**src/design/assert_macros.svh**
```systemverilog
// Shared assertion wrappers
`ifndef ASSERT_MACROS_SVH
`define ASSERT_MACROS_SVH

// clocked property, disabled while reset is asserted
`define ASSERT_CLK(lbl, clk, rst_n, prop) \
	lbl: assert property (@(posedge clk) disable iff (!rst_n) prop) \
	else $error("assertion failed");

// clocked property that must never be true
`define ASSERT_NEVER(lbl, clk, rst_n, prop) \
	lbl: assert property (@(posedge clk) disable iff (!rst_n) !(prop)) \
	else $error("forbidden condition seen");

`endif

```
**src/design/mfqs_pkg.sv**
```systemverilog
package mfqs_pkg;

	localparam int TASK_W         = 4;
	localparam int ACT_W          = 2;
	localparam int QUANT_W        = 8;
	localparam int USAGE_W        = 8;
	localparam int USAGE_DEPTH    = 1 << TASK_W;
	localparam int TASK_COUNT_DEF = 16;
	localparam int CFG_IDX_W      = 1;
	localparam logic [QUANT_W-1:0] Q1_RST = 8'd8;
	localparam logic [QUANT_W-1:0] Q2_RST = 8'd16;

	typedef logic [TASK_W-1:0] task_t;

	typedef enum logic [ACT_W-1:0] {
		ACT_ADD    = 2'd0,
		ACT_REMOVE = 2'd1,
		ACT_PICK   = 2'd2
	} action_t;

	typedef enum logic [CFG_IDX_W-1:0] {
		CFG_Q1 = 1'b0,
		CFG_Q2 = 1'b1
	} cfg_idx_t;

	typedef enum logic [1:0] {
		LVL_ONE   = 2'd0,
		LVL_TWO   = 2'd1,
		LVL_THREE = 2'd2
	} lvl_t;

	typedef enum logic [2:0] {
		ST_IDLE,
		ST_ADD_SCAN,
		ST_REM_SCAN,
		ST_PICK_CHK,
		ST_PICK_EVAL,
		ST_DEM_SCAN,
		ST_DONE
	} state_t;

	typedef enum logic [1:0] {
		USE_KEEP,
		USE_CLR,
		USE_INC
	} usage_op_t;

	typedef enum logic [1:0] {
		RES_KEEP,
		RES_HEAD,
		RES_TARGET
	} res_sel_t;

	typedef struct packed {
		logic      start;
		logic      lvl_inc;
		logic      scan_clr;
		logic      scan_inc;
		logic      scan_next;
		logic      append;
		logic      rm_scan;
		logic      rm_demote;
		logic      load_target;
		usage_op_t usage_op;
		res_sel_t  res_sel;
		logic      out_load;
	} cmd_t;

	typedef struct packed {
		lvl_t lvl;
		logic task_ok;
		logic cnt_zero;
		logic cnt_one;
		logic scan_end;
		logic scan_hit;
		logic scan_full;
		logic use_zero;
		logic use_over;
		logic out_free;
	} status_t;

endpackage

```
**src/design/multilevel_feedback_queue_scheduler.sv**
```systemverilog
// Add scans level one and appends the task if it is absent; remove scans the three levels in turn.
// Pick walks the levels in order and may demote an over-quantum task before it checks the level again.
// Throughput: one transaction at a time; the controller stalls requests until it is back in idle.
// A finished result waits in the output register while the next transaction is taken.
// Reset (arst_n low, asynchronous): queues empty, positions and usage zero, quanta 8 and 16.
`include "assert_macros.svh"

module multilevel_feedback_queue_scheduler import mfqs_pkg::*; #(
	parameter int TASK_COUNT = TASK_COUNT_DEF
) (
	input  logic                 clk,
	input  logic                 arst_n,
	// request channel
	input  logic                 in_valid,
	output logic                 in_stall,
	input  logic [ACT_W-1:0]     action,
	input  logic [TASK_W-1:0]    task_id,
	// result channel
	output logic                 out_valid,
	input  logic                 out_stall,
	output logic                 picked_valid,
	output logic [TASK_W-1:0]    picked_task,
	// configuration write channel
	input  logic                 cfg_valid,
	output logic                 cfg_ready,
	input  logic [CFG_IDX_W-1:0] cfg_index,
	input  logic [QUANT_W-1:0]   cfg_data
);

	cmd_t    cmd;
	status_t sts;

	// quantum registers take a write in any cycle
	assign cfg_ready = 1'b1;

	// controller: walks scans, demotions and result hand-off
	mfqs_ctrl u_ctrl (
		.clk      (clk),
		.arst_n   (arst_n),
		.in_valid (in_valid),
		.action   (action),
		.sts      (sts),
		.in_stall (in_stall),
		.cmd      (cmd)
	);

	// datapath: three level queues, usage table, quanta, output register
	mfqs_datapath #(
		.TASK_COUNT (TASK_COUNT)
	) u_dp (
		.clk          (clk),
		.arst_n       (arst_n),
		.cmd          (cmd),
		.sts          (sts),
		.task_id      (task_id),
		.cfg_valid    (cfg_valid),
		.cfg_index    (cfg_index),
		.cfg_data     (cfg_data),
		.out_stall    (out_stall),
		.out_valid    (out_valid),
		.picked_valid (picked_valid),
		.picked_task  (picked_task)
	);

	// an empty pick reports task zero
	`ASSERT_CLK(a_empty_task_zero, clk, arst_n, (out_valid && !picked_valid) |-> (picked_task == '0))
	// a taken transaction holds off the next one
	`ASSERT_CLK(a_busy_after_accept, clk, arst_n, (in_valid && !in_stall) |=> in_stall)
	// results only come out of a transaction in flight
	`ASSERT_CLK(a_result_from_work, clk, arst_n, $rose(out_valid) |-> $past(in_stall))
	// no append into a full level
	`ASSERT_NEVER(a_no_overflow, clk, arst_n, cmd.append && sts.scan_full)

endmodule

```
**src/design/mfqs_ctrl.sv**
```systemverilog
module mfqs_ctrl import mfqs_pkg::*; (
	input  logic                 clk,
	input  logic                 arst_n,
	input  logic                 in_valid,
	input  logic [ACT_W-1:0]     action,
	input  status_t              sts,
	output logic                 in_stall,
	output cmd_t                 cmd
);

	state_t state_q, state_nxt;

	always_ff @(posedge clk or negedge arst_n) begin
		if (!arst_n) begin
			state_q <= ST_IDLE;
		end else begin
			state_q <= state_nxt;
		end
	end

	// next state
	always_comb begin
		state_nxt = state_q;
		case (state_q)
			ST_IDLE: begin
				if (in_valid) begin
					case (action_t'(action))
						ACT_ADD:    state_nxt = sts.task_ok ? ST_ADD_SCAN : ST_DONE;
						ACT_REMOVE: state_nxt = sts.task_ok ? ST_REM_SCAN : ST_DONE;
						ACT_PICK:   state_nxt = ST_PICK_CHK;
						default:    state_nxt = ST_DONE;
					endcase
				end
			end
			ST_ADD_SCAN: begin
				if (sts.scan_end || sts.scan_hit) state_nxt = ST_DONE;
			end
			ST_REM_SCAN: begin
				if ((sts.scan_end || sts.scan_hit) && sts.lvl == LVL_THREE) state_nxt = ST_DONE;
			end
			ST_PICK_CHK: begin
				if (sts.lvl == LVL_THREE || sts.cnt_one) state_nxt = ST_DONE;
				else if (!sts.cnt_zero) state_nxt = ST_PICK_EVAL;
			end
			ST_PICK_EVAL: begin
				state_nxt = (!sts.use_zero && sts.use_over) ? ST_DEM_SCAN : ST_DONE;
			end
			ST_DEM_SCAN: begin
				if (sts.scan_end || sts.scan_hit) state_nxt = ST_PICK_CHK;
			end
			ST_DONE: begin
				if (sts.out_free) state_nxt = ST_IDLE;
			end
			default: state_nxt = ST_IDLE;
		endcase
	end

	// outputs
	always_comb begin
		cmd      = '0;
		in_stall = (state_q != ST_IDLE);
		case (state_q)
			ST_IDLE: begin
				cmd.start = in_valid;
			end
			ST_ADD_SCAN: begin
				cmd.append   = sts.scan_end && !sts.scan_full;
				cmd.scan_inc = !sts.scan_end && !sts.scan_hit;
			end
			ST_REM_SCAN: begin
				cmd.rm_scan = sts.scan_hit;
				if (sts.scan_end || sts.scan_hit) begin
					if (sts.lvl == LVL_THREE) begin
						cmd.usage_op = USE_CLR;
					end else begin
						cmd.lvl_inc  = 1'b1;
						cmd.scan_clr = 1'b1;
					end
				end else begin
					cmd.scan_inc = 1'b1;
				end
			end
			ST_PICK_CHK: begin
				if (sts.lvl == LVL_THREE) begin
					if (!sts.cnt_zero) cmd.res_sel = RES_HEAD;
				end else if (sts.cnt_zero) begin
					cmd.lvl_inc = 1'b1;
				end else if (sts.cnt_one) begin
					cmd.res_sel = RES_HEAD;
				end else begin
					cmd.load_target = 1'b1;
				end
			end
			ST_PICK_EVAL: begin
				if (!sts.use_zero && sts.use_over) begin
					cmd.usage_op = USE_CLR;
					cmd.scan_clr = 1'b1;
				end else begin
					cmd.usage_op = USE_INC;
					cmd.res_sel  = RES_TARGET;
				end
			end
			ST_DEM_SCAN: begin
				cmd.scan_next = 1'b1;
				cmd.append    = sts.scan_end && !sts.scan_full;
				cmd.rm_demote = sts.scan_end || sts.scan_hit;
				cmd.scan_inc  = !sts.scan_end && !sts.scan_hit;
			end
			ST_DONE: begin
				cmd.out_load = sts.out_free;
			end
			default: ;
		endcase
	end

endmodule

```
**src/design/mfqs_datapath.sv**
```systemverilog
module mfqs_datapath import mfqs_pkg::*; #(
	parameter int TASK_COUNT = TASK_COUNT_DEF
) (
	input  logic                 clk,
	input  logic                 arst_n,
	input  cmd_t                 cmd,
	output status_t              sts,
	input  logic [TASK_W-1:0]    task_id,
	input  logic                 cfg_valid,
	input  logic [CFG_IDX_W-1:0] cfg_index,
	input  logic [QUANT_W-1:0]   cfg_data,
	input  logic                 out_stall,
	output logic                 out_valid,
	output logic                 picked_valid,
	output logic [TASK_W-1:0]    picked_task
);

	localparam int IW = (TASK_COUNT > 1) ? $clog2(TASK_COUNT) : 1;
	localparam int CW = $clog2(TASK_COUNT + 1);

	task_t               q_q     [3][TASK_COUNT];
	logic [CW-1:0]       cnt_q   [3];
	logic [IW-1:0]       pos_q   [2];
	logic [USAGE_W-1:0]  usage_q [USAGE_DEPTH];
	logic [QUANT_W-1:0]  quant_q [2];
	lvl_t                lvl_q;
	logic [CW-1:0]       scan_q;
	task_t               target_q;
	logic                res_valid_q;
	task_t               res_task_q;
	logic                out_valid_q;
	logic                picked_valid_q;
	task_t               picked_task_q;

	lvl_t                scan_lvl;
	logic [IW-1:0]       rd_addr;
	logic [IW-1:0]       rm_idx;
	task_t               entry;
	task_t               head;
	logic [USAGE_W-1:0]  use_val;
	logic                scan_end;

	assign scan_lvl = cmd.scan_next ? lvl_t'(lvl_q + 2'd1) : lvl_q;
	assign rd_addr  = cmd.load_target ? pos_q[lvl_q[0]] : scan_q[IW-1:0];
	assign rm_idx   = cmd.rm_demote ? pos_q[lvl_q[0]] : scan_q[IW-1:0];
	assign entry    = q_q[scan_lvl][rd_addr];
	assign head     = q_q[lvl_q][0];
	assign use_val  = usage_q[target_q];
	assign scan_end = (scan_q >= cnt_q[scan_lvl]);

	always_comb begin
		sts.lvl       = lvl_q;
		sts.task_ok   = (32'(task_id) < TASK_COUNT);
		sts.cnt_zero  = (cnt_q[lvl_q] == '0);
		sts.cnt_one   = (cnt_q[lvl_q] == CW'(1));
		sts.scan_end  = scan_end;
		sts.scan_hit  = !scan_end && (entry == target_q);
		sts.scan_full = (cnt_q[scan_lvl] == CW'(TASK_COUNT));
		sts.use_zero  = (use_val == '0);
		sts.use_over  = (use_val >= quant_q[lvl_q[0]]);
		sts.out_free  = !out_valid_q || !out_stall;
	end

	// queue entries, no reset (only entries below the count are read)
	always_ff @(posedge clk) begin
		for (int k = 0; k < 3; k++) begin
			if (cmd.append && scan_lvl == lvl_t'(k)) begin
				q_q[k][cnt_q[k][IW-1:0]] <= target_q;
			end
			if ((cmd.rm_scan || cmd.rm_demote) && lvl_q == lvl_t'(k)) begin
				for (int i = 0; i < TASK_COUNT - 1; i++) begin
					if (IW'(i) >= rm_idx) q_q[k][i] <= q_q[k][i+1];
				end
			end
		end
	end

	// counts and positions
	always_ff @(posedge clk or negedge arst_n) begin
		if (!arst_n) begin
			for (int k = 0; k < 3; k++) cnt_q[k] <= '0;
			for (int k = 0; k < 2; k++) pos_q[k] <= '0;
		end else begin
			for (int k = 0; k < 3; k++) begin
				if (cmd.append && scan_lvl == lvl_t'(k)) begin
					cnt_q[k] <= cnt_q[k] + CW'(1);
				end else if ((cmd.rm_scan || cmd.rm_demote) && lvl_q == lvl_t'(k)) begin
					cnt_q[k] <= cnt_q[k] - CW'(1);
				end
			end
			for (int k = 0; k < 2; k++) begin
				if (lvl_q == lvl_t'(k)) begin
					if (cmd.rm_scan) begin
						// step back one, wrapping to the new last entry
						if (cnt_q[k] <= CW'(1))
							pos_q[k] <= '0;
						else if (pos_q[k] == '0)
							pos_q[k] <= IW'(cnt_q[k] - CW'(2));
						else
							pos_q[k] <= pos_q[k] - IW'(1);
					end else if (cmd.rm_demote) begin
						// step back then forward: only a tail position wraps
						if (cnt_q[k] <= CW'(2))
							pos_q[k] <= '0;
						else if (CW'(pos_q[k]) == cnt_q[k] - CW'(1))
							pos_q[k] <= '0;
					end
				end
			end
		end
	end

	// usage counts and quantum registers
	always_ff @(posedge clk or negedge arst_n) begin
		if (!arst_n) begin
			for (int i = 0; i < USAGE_DEPTH; i++) usage_q[i] <= '0;
			quant_q[0] <= Q1_RST;
			quant_q[1] <= Q2_RST;
		end else begin
			case (cmd.usage_op)
				USE_CLR:  usage_q[target_q] <= '0;
				USE_INC:  usage_q[target_q] <= use_val + USAGE_W'(1);
				default:  ;
			endcase
			if (cfg_valid) begin
				case (cfg_idx_t'(cfg_index))
					CFG_Q1:  quant_q[0] <= cfg_data;
					CFG_Q2:  quant_q[1] <= cfg_data;
					default: ;
				endcase
			end
		end
	end

	// sequencing registers
	always_ff @(posedge clk or negedge arst_n) begin
		if (!arst_n) begin
			lvl_q       <= LVL_ONE;
			scan_q      <= '0;
			res_valid_q <= 1'b0;
			out_valid_q <= 1'b0;
		end else begin
			if (cmd.start)        lvl_q <= LVL_ONE;
			else if (cmd.lvl_inc) lvl_q <= lvl_t'(lvl_q + 2'd1);
			if (cmd.start || cmd.scan_clr) scan_q <= '0;
			else if (cmd.scan_inc)         scan_q <= scan_q + CW'(1);
			if (cmd.start)                     res_valid_q <= 1'b0;
			else if (cmd.res_sel != RES_KEEP)  res_valid_q <= 1'b1;
			if (cmd.out_load)                  out_valid_q <= 1'b1;
			else if (!out_stall)               out_valid_q <= 1'b0;
		end
	end

	// payload registers
	always_ff @(posedge clk) begin
		if (cmd.start)            target_q <= task_id;
		else if (cmd.load_target) target_q <= entry;
		case (cmd.res_sel)
			RES_HEAD:   res_task_q <= head;
			RES_TARGET: res_task_q <= target_q;
			default:    if (cmd.start) res_task_q <= '0;
		endcase
		if (cmd.out_load) begin
			picked_valid_q <= res_valid_q;
			picked_task_q  <= res_task_q;
		end
	end

	assign out_valid    = out_valid_q;
	assign picked_valid = picked_valid_q;
	assign picked_task  = picked_task_q;

endmodule
```
**config.mk**
```make
export PLATFORM = sky130hd
export DESIGN_NAME = multilevel_feedback_queue_scheduler
export DESIGN_NICKNAME = d
export VERILOG_FILES = /design/src/design/mfqs_pkg.sv /design/src/design/multilevel_feedback_queue_scheduler.sv /design/src/design/mfqs_ctrl.sv /design/src/design/mfqs_datapath.sv
export VERILOG_INCLUDE_DIRS = /design/src /design/src/design
export SDC_FILE = /design/constraint.sdc
export NUM_CORES = 1
export LEC_CHECK = 0
export ABC_AREA = 1
export BUFFER_PORTS_ARGS = -buffer_cell sky130_fd_sc_hd__buf_2
export CORE_ASPECT_RATIO = 1.2
export CORE_MARGIN = 2
export CORE_UTILIZATION = 55
export CTS_BUF_LIST = sky130_fd_sc_hd__clkbuf_16
export CTS_CLUSTER_DIAMETER = 40
export DETAILED_ROUTE_END_ITERATION = 6
export MAX_ROUTING_LAYER = met4
export PLACE_DENSITY = 0.7
export SYNTH_ARGS = -nofsm -noshare
export SYNTH_HDL_FRONTEND = slang
export SYNTH_SLANG_ARGS = --single-unit
```
**constraint.sdc**
```tcl
create_clock -name clk -period 6 [get_ports clk]
set_input_delay 0.3 -clock clk [delete_from_list [all_inputs] [get_ports clk]]
set_output_delay 0.3 -clock clk [all_outputs]
set_load 0.005 [all_outputs]
```
# Word-level counts from Yosys, hierarchy flattened
# Memory sizes are Yosys's and may differ from the RTL's.
# Cells that the tools add are included.
word_totals:
  reg_bits: 192
  mem_bits_rw: 192
  output_inout_bits: 8
  mem_count: 1
memory_table:
  columns: ["name", "words", "width", "rd", "rd_clocked_by_memory_dff", "wr", "line_no", "source"]
  rows:
  - ["u_dp.q_q", 3, 64, 5, 0, 2, "mfqs_datapath.sv:21", "task_t q_q [3][TASK_COUNT];"]
op_classes:
  add_sub_neg: 13
  order_cmp: 33
  eq_ne: 28
  n_mux: 394
  n_bitwise: 191
  reduce_logical: 55
op_table:
  columns: ["operator", "count"]
  rows:
  - ["64-bit 2-to-1 mux", 5]
  - ["1-bit 2-to-1 mux", 309]
  - ["128-bit case mux with 2 select lines", 1]
  - ["1-bit bitwise OR", 180]
  - ["128-bit bitwise AND", 1]
  - ["128-bit bitwise mux", 1]
  - ["128-bit inverter", 1]
  - ["4-bit 2-to-1 mux", 25]
  - ["64-bit OR reduction", 1]
  - ["5-bit 2-to-1 mux", 12]
  - ["4-bit demux with 4-bit select", 3]
  - ["8-bit 2-to-1 mux", 6]
  - ["8-bit binary-select mux with 4-bit select", 1]
  - ["8-bit demux with 4-bit select", 1]
  - ["4-bit greater-or-equal comparator, first input constant", 7]
  - ["5-bit greater-or-equal comparator, second input constant", 5]
  - ["4-bit inverter with 5-bit output", 5]
  - ["2-bit 2-to-1 mux", 12]
  - ["3-bit 2-to-1 mux", 7]
  - ["3-bit case mux with 7 select lines", 1]
  - ["5-bit by 1-bit adder with 5-bit output, second input constant", 4]
  - ["5-bit binary-select mux with 2-bit select", 2]
  - ["5-bit by 1-bit < comparator with 1-bit output, second input constant", 4]
  - ["2-bit nonzero test", 10]
  - ["47 further kinds", 110]

# Longest topological paths before layout
depth:
  word_depth: 26
  depth_mapped: 32

# By module
# From an unflattened synthesis, not the netlist that was laid out.
hier_totals:
  hier_cells: 2561
  area_unflattened_um2: 21139.0
by_module_without_submodules:
  columns: ["mod", "instances", "cells_per_inst", "area_per_inst_um2"]
  rows:
  - ["mfqs_datapath", 1, 2455, 20574.7]
  - ["mfqs_ctrl", 1, 104, 553.0]
  - ["multilevel_feedback_queue_scheduler", 1, 2, 11.3]

# Worst setup path after synthesis
# No wires, ideal clock.
synth_timing:
  kind: "flip-flop to flip-flop"
  startpoint: "reg u_dp.lvl_q[1]"
  endpoint: "mem u_dp.q_q[1][28] (netlist name) (enable)"
  arrival_ns: 4.145
  required_ns: 5.639
  path_slack_ns: 1.493
  path_stages_with_launch: 26
  path_buffers: 4
  path_cell_list: "dfrtp_1 > inv_1 > clkbuf_1 > ha_1 > inv_1 > nand3_1 > nand2_1 > buf_2 > buf_2 > nor2_1 > inv_1 > o22ai_1 > a21oi_1 > ha_1 > o21a_1 > o21a_1 > o21ai_0 > nand2_1 > a21oi_1 > nand4_1 > nand2_4 > nand2_4 > a21oi_2 > buf_4 > nand2_2 > o21ai_0"
synth_lines:
  columns: ["item", "line_no", "source"]
  rows:
  - ["start, declared", "mfqs_datapath.sv:26", "lvl_t lvl_q;"]
  - ["start signal, assigned", "mfqs_datapath.sv:144", "else if (cmd.lvl_inc) lvl_q <= lvl_t'(lvl_q + 2'd1);"]
  - ["end, declared", "mfqs_datapath.sv:21", null]

# Final worst setup path
layout_timing:
  startpoint: "reg u_dp.target_q[0]"
  endpoint: "reg u_dp.usage_q[74] (netlist name)"
layout_via:
  elab_chain_cells: 11
layout_lines:
  columns: ["item", "line_no", "source"]
  rows:
  - ["start, declared", "mfqs_datapath.sv:28", "task_t target_q;"]
  - ["start signal, assigned", "mfqs_datapath.sv:156", "if (cmd.start) target_q <= task_id;"]
  - ["start signal, assigned", "mfqs_datapath.sv:157", "else if (cmd.load_target) target_q <= entry;"]
  - ["parallel branches: the longest is 11 deep, another holds 8-bit greater-or-equal comparator", null, null]
  - ["end signal, assigned by index", "mfqs_datapath.sv:122", "USE_INC: usage_q[target_q] <= use_val + USAGE_W'(1);"]
  - ["end, declared", "mfqs_datapath.sv:24", "logic [USAGE_W-1:0] usage_q [USAGE_DEPTH];"]
# Parallel ways; which one is timed is not known. The select of a mux whose other input is x is not followed.
# A chain may end at the register's enable or synchronous reset.

==> results by group <==
Status
  • Status: finished, final reports clean

Timing
  • Fin crit period: 5.51 ns
  • Clock Skews: 0.0216 ns
  • Slew at the pin closest to its max-slew limit: 1.12 ns
  • Final hold slack: 0.00770 ns
  • Setup TNS: 0 ns
  • # setup viols final: 0
  • Max_slew headroom: 25.5%
  • Pins Over Slew Limit: 0
  • Final hold violation count: 0
  • Crit share post-route: 91.8%
  • Max Fclk: 182 MHz
  • Fin worst setup slack: 0.493 ns
  • RSZ-0062 raised after global routing: no

Synthesis
  • Syn nets: 2793
  • Post-Synthesis Cells: 2729
  • Cell Area, Synth: 21900 um^2
  • Synth Area in Compound Gates: 13.0%
  • Ranking of synthesized cells by area: edfxtp_1 (28%), dfrtp_1 (20%), nand2_1 (16%)
  • Main combinational cell family by area after synthesis: simple AND/OR/NAND/NOR gates
  • Post-synthesis average cell area: 8.04 um^2
  • Yosys Warn Count: 0
  • Top-count cell post-synth: nand2_1
  • Synth cell count leaders: nand2_1 (913), o21ai_0 (266), inv_1 (260)
  • Number of synthesized flops with an enable pin: 205
  • Mux cell area share after synthesis: 0.319%
  • Area share of the largest cell type after synthesis: 28.1%
  • Synth async-reset ratio: 46.6%
  • Synth Area in Adders: 2.54%
  • Synth Flop Type: edfxtp_1
  • Post-Synth XOR/XNOR Area: 1.20%
  • Post-synthesis cell type count: 55
  • Synth area leader: edfxtp_1
  • Flops & latches, synth: 384
  • Seq/Total Area, Yosys: 48.5%
  • Post-Synth Simple-Gate Area: 27.0%

Power and ir drop
  • Clk pwr share: 27.8%
  • Tot Pwr: 11200 uW
  • Int Pwr: 6380 uW
  • PD cells: 462 nW/um^2
  • Comb pwr share: 40.8%
  • Sw Ratio: 43.0%
  • Net Sw Power: 4820 uW
  • Maximum resistive drop on vdd: 0.258 mV
  • Pleak: 0.0109 uW
  • Sequential share of power: 31.4%

Global route
  • Global-route wire length before repair: 105000 um
  • GR Util met3: 5.02%
  • Met1 Use GR: 39.0%
  • Most crowded layer after global routing: met2
  • Largest net degree at the start of global routing: 155
  • Antenna violations before repair: 1
  • M2 GR Usage: 55.2%
  • GRT Overall Usage: 33.9%
  • Vias in the first global route: 18600
  • GRT Residual Overflow: 0

Die
  • IO Pins: 28
  • Core footprint: 39500 um^2
  • DIE AREA: 41500 um^2
  • Die span in y: 223 um
  • Die Span X: 186 um
  • Initial Util: 55.5%
  • Num rows: 80

Worst setup path
  • Critical path class: flip-flop to flip-flop
  • Setup crit end kind: flip-flop
  • CP delay by family, top: buffers and inverters
  • Slowest library cell on the worst path: o21ai_1
  • Critical path peak fanout: 20
  • Slowest cell delay on critical path: 0.47 ns
  • Arr. time, crit path: 6.03 ns
  • WP data required: 6.52 ns
  • CP startpoint kind: flip-flop
  • WP buf/inv: 6

Placed design
  • DP Worst Slack: 0.559 ns
  • IO buf count: 26
  • Placed instance area: 22400 um^2
  • DP Wirelength: 48700 um
  • Placer Congestion: 1.04

Clock tree
  • Clock Sinks: 384
  • Max clock buf depth: 3
  • Clock-pin slew on the worst setup and hold paths: 0.06 ns
  • CTS tree: done
  • H-tree levels: 2
  • Postcts setup bufs: 0
  • Clk_lat worst skew: 0.61 ns
  • Total CTS buffers: 52
  • CTS root buffer: clkbuf_16

Drt
  • Antenna Nets Post-Route: 0
  • Average routed wire per standard cell: 20.8 um
  • Initial DRC count: 2419
  • 1st-pass router iterations: 6
  • Drt total wl: 68900 um
  • Vias per inst: 5.92
  • DR vias: 19600
  • # DRC: 0

Finish
  • Post-route design area: 24300 um^2
  • Layout overhead on the synthesized area: 10.6%
  • Share of cells above drive strength 1: 9.54%
  • Fill cells: 3529
  • Nets: 2798

Flow run
  • Max Cap Viol: 0

Worst hold path
  • Hold Path Class: input port to flip-flop
stage by stage:
stage               cells  utilization, %
floorplan            2729               -
global placement     3204            56.7
detailed placement   3204            56.7
CTS                  3310            61.3
global route         3311            61.4
finish               3311            61.4
final timing paths:
path                                               from                      endpoint  slack (ns)  depth (start not counted)
max in group asynchronous                        arst_n  u_dp.usage_q[92]$_DFFE_PN0P_        4.71                          3
hold / removal                              cfg_data[4]   u_dp.quant_q[4]$_DFFE_PN1P_       0.008                          3
min in group asynchronous                        arst_n    u_dp.cnt_q[14]$_DFFE_PN0P_        0.15                          2
setup / recovery             u_dp.target_q[0]$_DFFE_PP_  u_dp.usage_q[74]$_DFFE_PN0P_        0.49                         25
setup reg to reg             u_dp.target_q[0]$_DFFE_PP_  u_dp.usage_q[74]$_DFFE_PN0P_        0.49                         25
hold reg to reg            u_dp.usage_q[85]$_DFFE_PN0P_  u_dp.usage_q[85]$_DFFE_PN0P_        0.49                          2
worst min-delay path: stages:
cell,delay [ns]
buf_2,0.10
inv_1,0.09
o21ai_0,0.11
what timing repair did:
action / 4_1_cts / 5_1_grt
hold endpoints to repair: 39 / 0
hold buffers: 9 / 0
gates resized for setup: 0 / 3
setup endpoints to repair: 0 / 7
sequential cells by signal (all words and copies together) (netlist names), 2 cells and up:
name / count
u_ctrl.state_q: 3
u_dp.target_q: 4
u_dp.quant_q: 16
u_dp.scan_q: 5
u_dp.lvl_q: 2
u_dp.usage_q: 128
u_dp.res_task_q: 4
u_dp.q_q: 192
u_dp.picked_task: 4
u_dp.cnt_q: 15
u_dp.pos_q: 8
power by group through the flow:
| stage | clock (uW) | combinational, uW | sequential [uW] |
|---|---|---|---|
| after CTS | 3140 | 4460 | 3500 |
| final | 3120 | 4570 | 3510 |
| after floorplan | 0 | 3170 | 3420 |
| after global placement | 0 | 4380 | 3540 |
| after detailed placement | 0 | 4430 | 3550 |
| after global routing | 3250 | 5010 | 3540 |
cell families after synthesis:
| kind of cell | count (synthesis) |
|---|---|
| adders and majority gates | 44 |
| and+or+nand+nor | 1371 |
| DFF | 384 |
| muxes | 7 |
| other | 1 |
| AOI/OAI and AO/OA | 501 |
| buffers and inverters | 391 |
| xor gates and xnor gates | 30 |
final cells by class:
type / instances / area [um^2] / area share, %
Clock inverter: 44 / 424 / 1.75
Antenna cell: 1 / 2.50 / 0.0103
Multi-Input combinational cell: 1954 / 9680 / 39.9
Sequential cell: 384 / 10600 / 43.8
Tap cell: 533 / 667 / 2.75
Timing Repair Buffer: 68 / 487 / 2.01
Clock buffer: 53 / 1330 / 5.47
Inverter: 274 / 1030 / 4.27
layout by cell type, fill, tap and decap left out, drive strengths merged, types with 2 or more instances in the layout:
cell and count:
xnor2 8, or2 17, bufinv 5, nor3 4, nand4 16, a22oi 59
o21ai 349, a21o 5, nand3 241, ha 43, dfrtp 177, nor2 120
clkbuf 53, clkinv 18, a21oi 32, clkinvlp 6, buf 59, edfxtp 205
xor2 22, o21a 3, o2111ai 5, nand3b 11, dfstp 2, dlygate4sd3 9
o22ai 25, o211ai 15, inv 289, nand2 958, o21bai 2, o31ai 2
mux2i 7
routing by layer:
| layer | wire length, um | vias up | part of all wire [%] |
|---|---|---|---|
| met5 | 0 | - | 0 |
| met4 | 4970 | 0 | 7.2 |
| li1 | - | 9084 | - |
| met1 | 25200 | 9144 | 37 |
| met3 | 5730 | 268 | 8.3 |
| met2 | 33100 | 1115 | 48 |
Note: power is estimated with default switching activity, not from simulation.
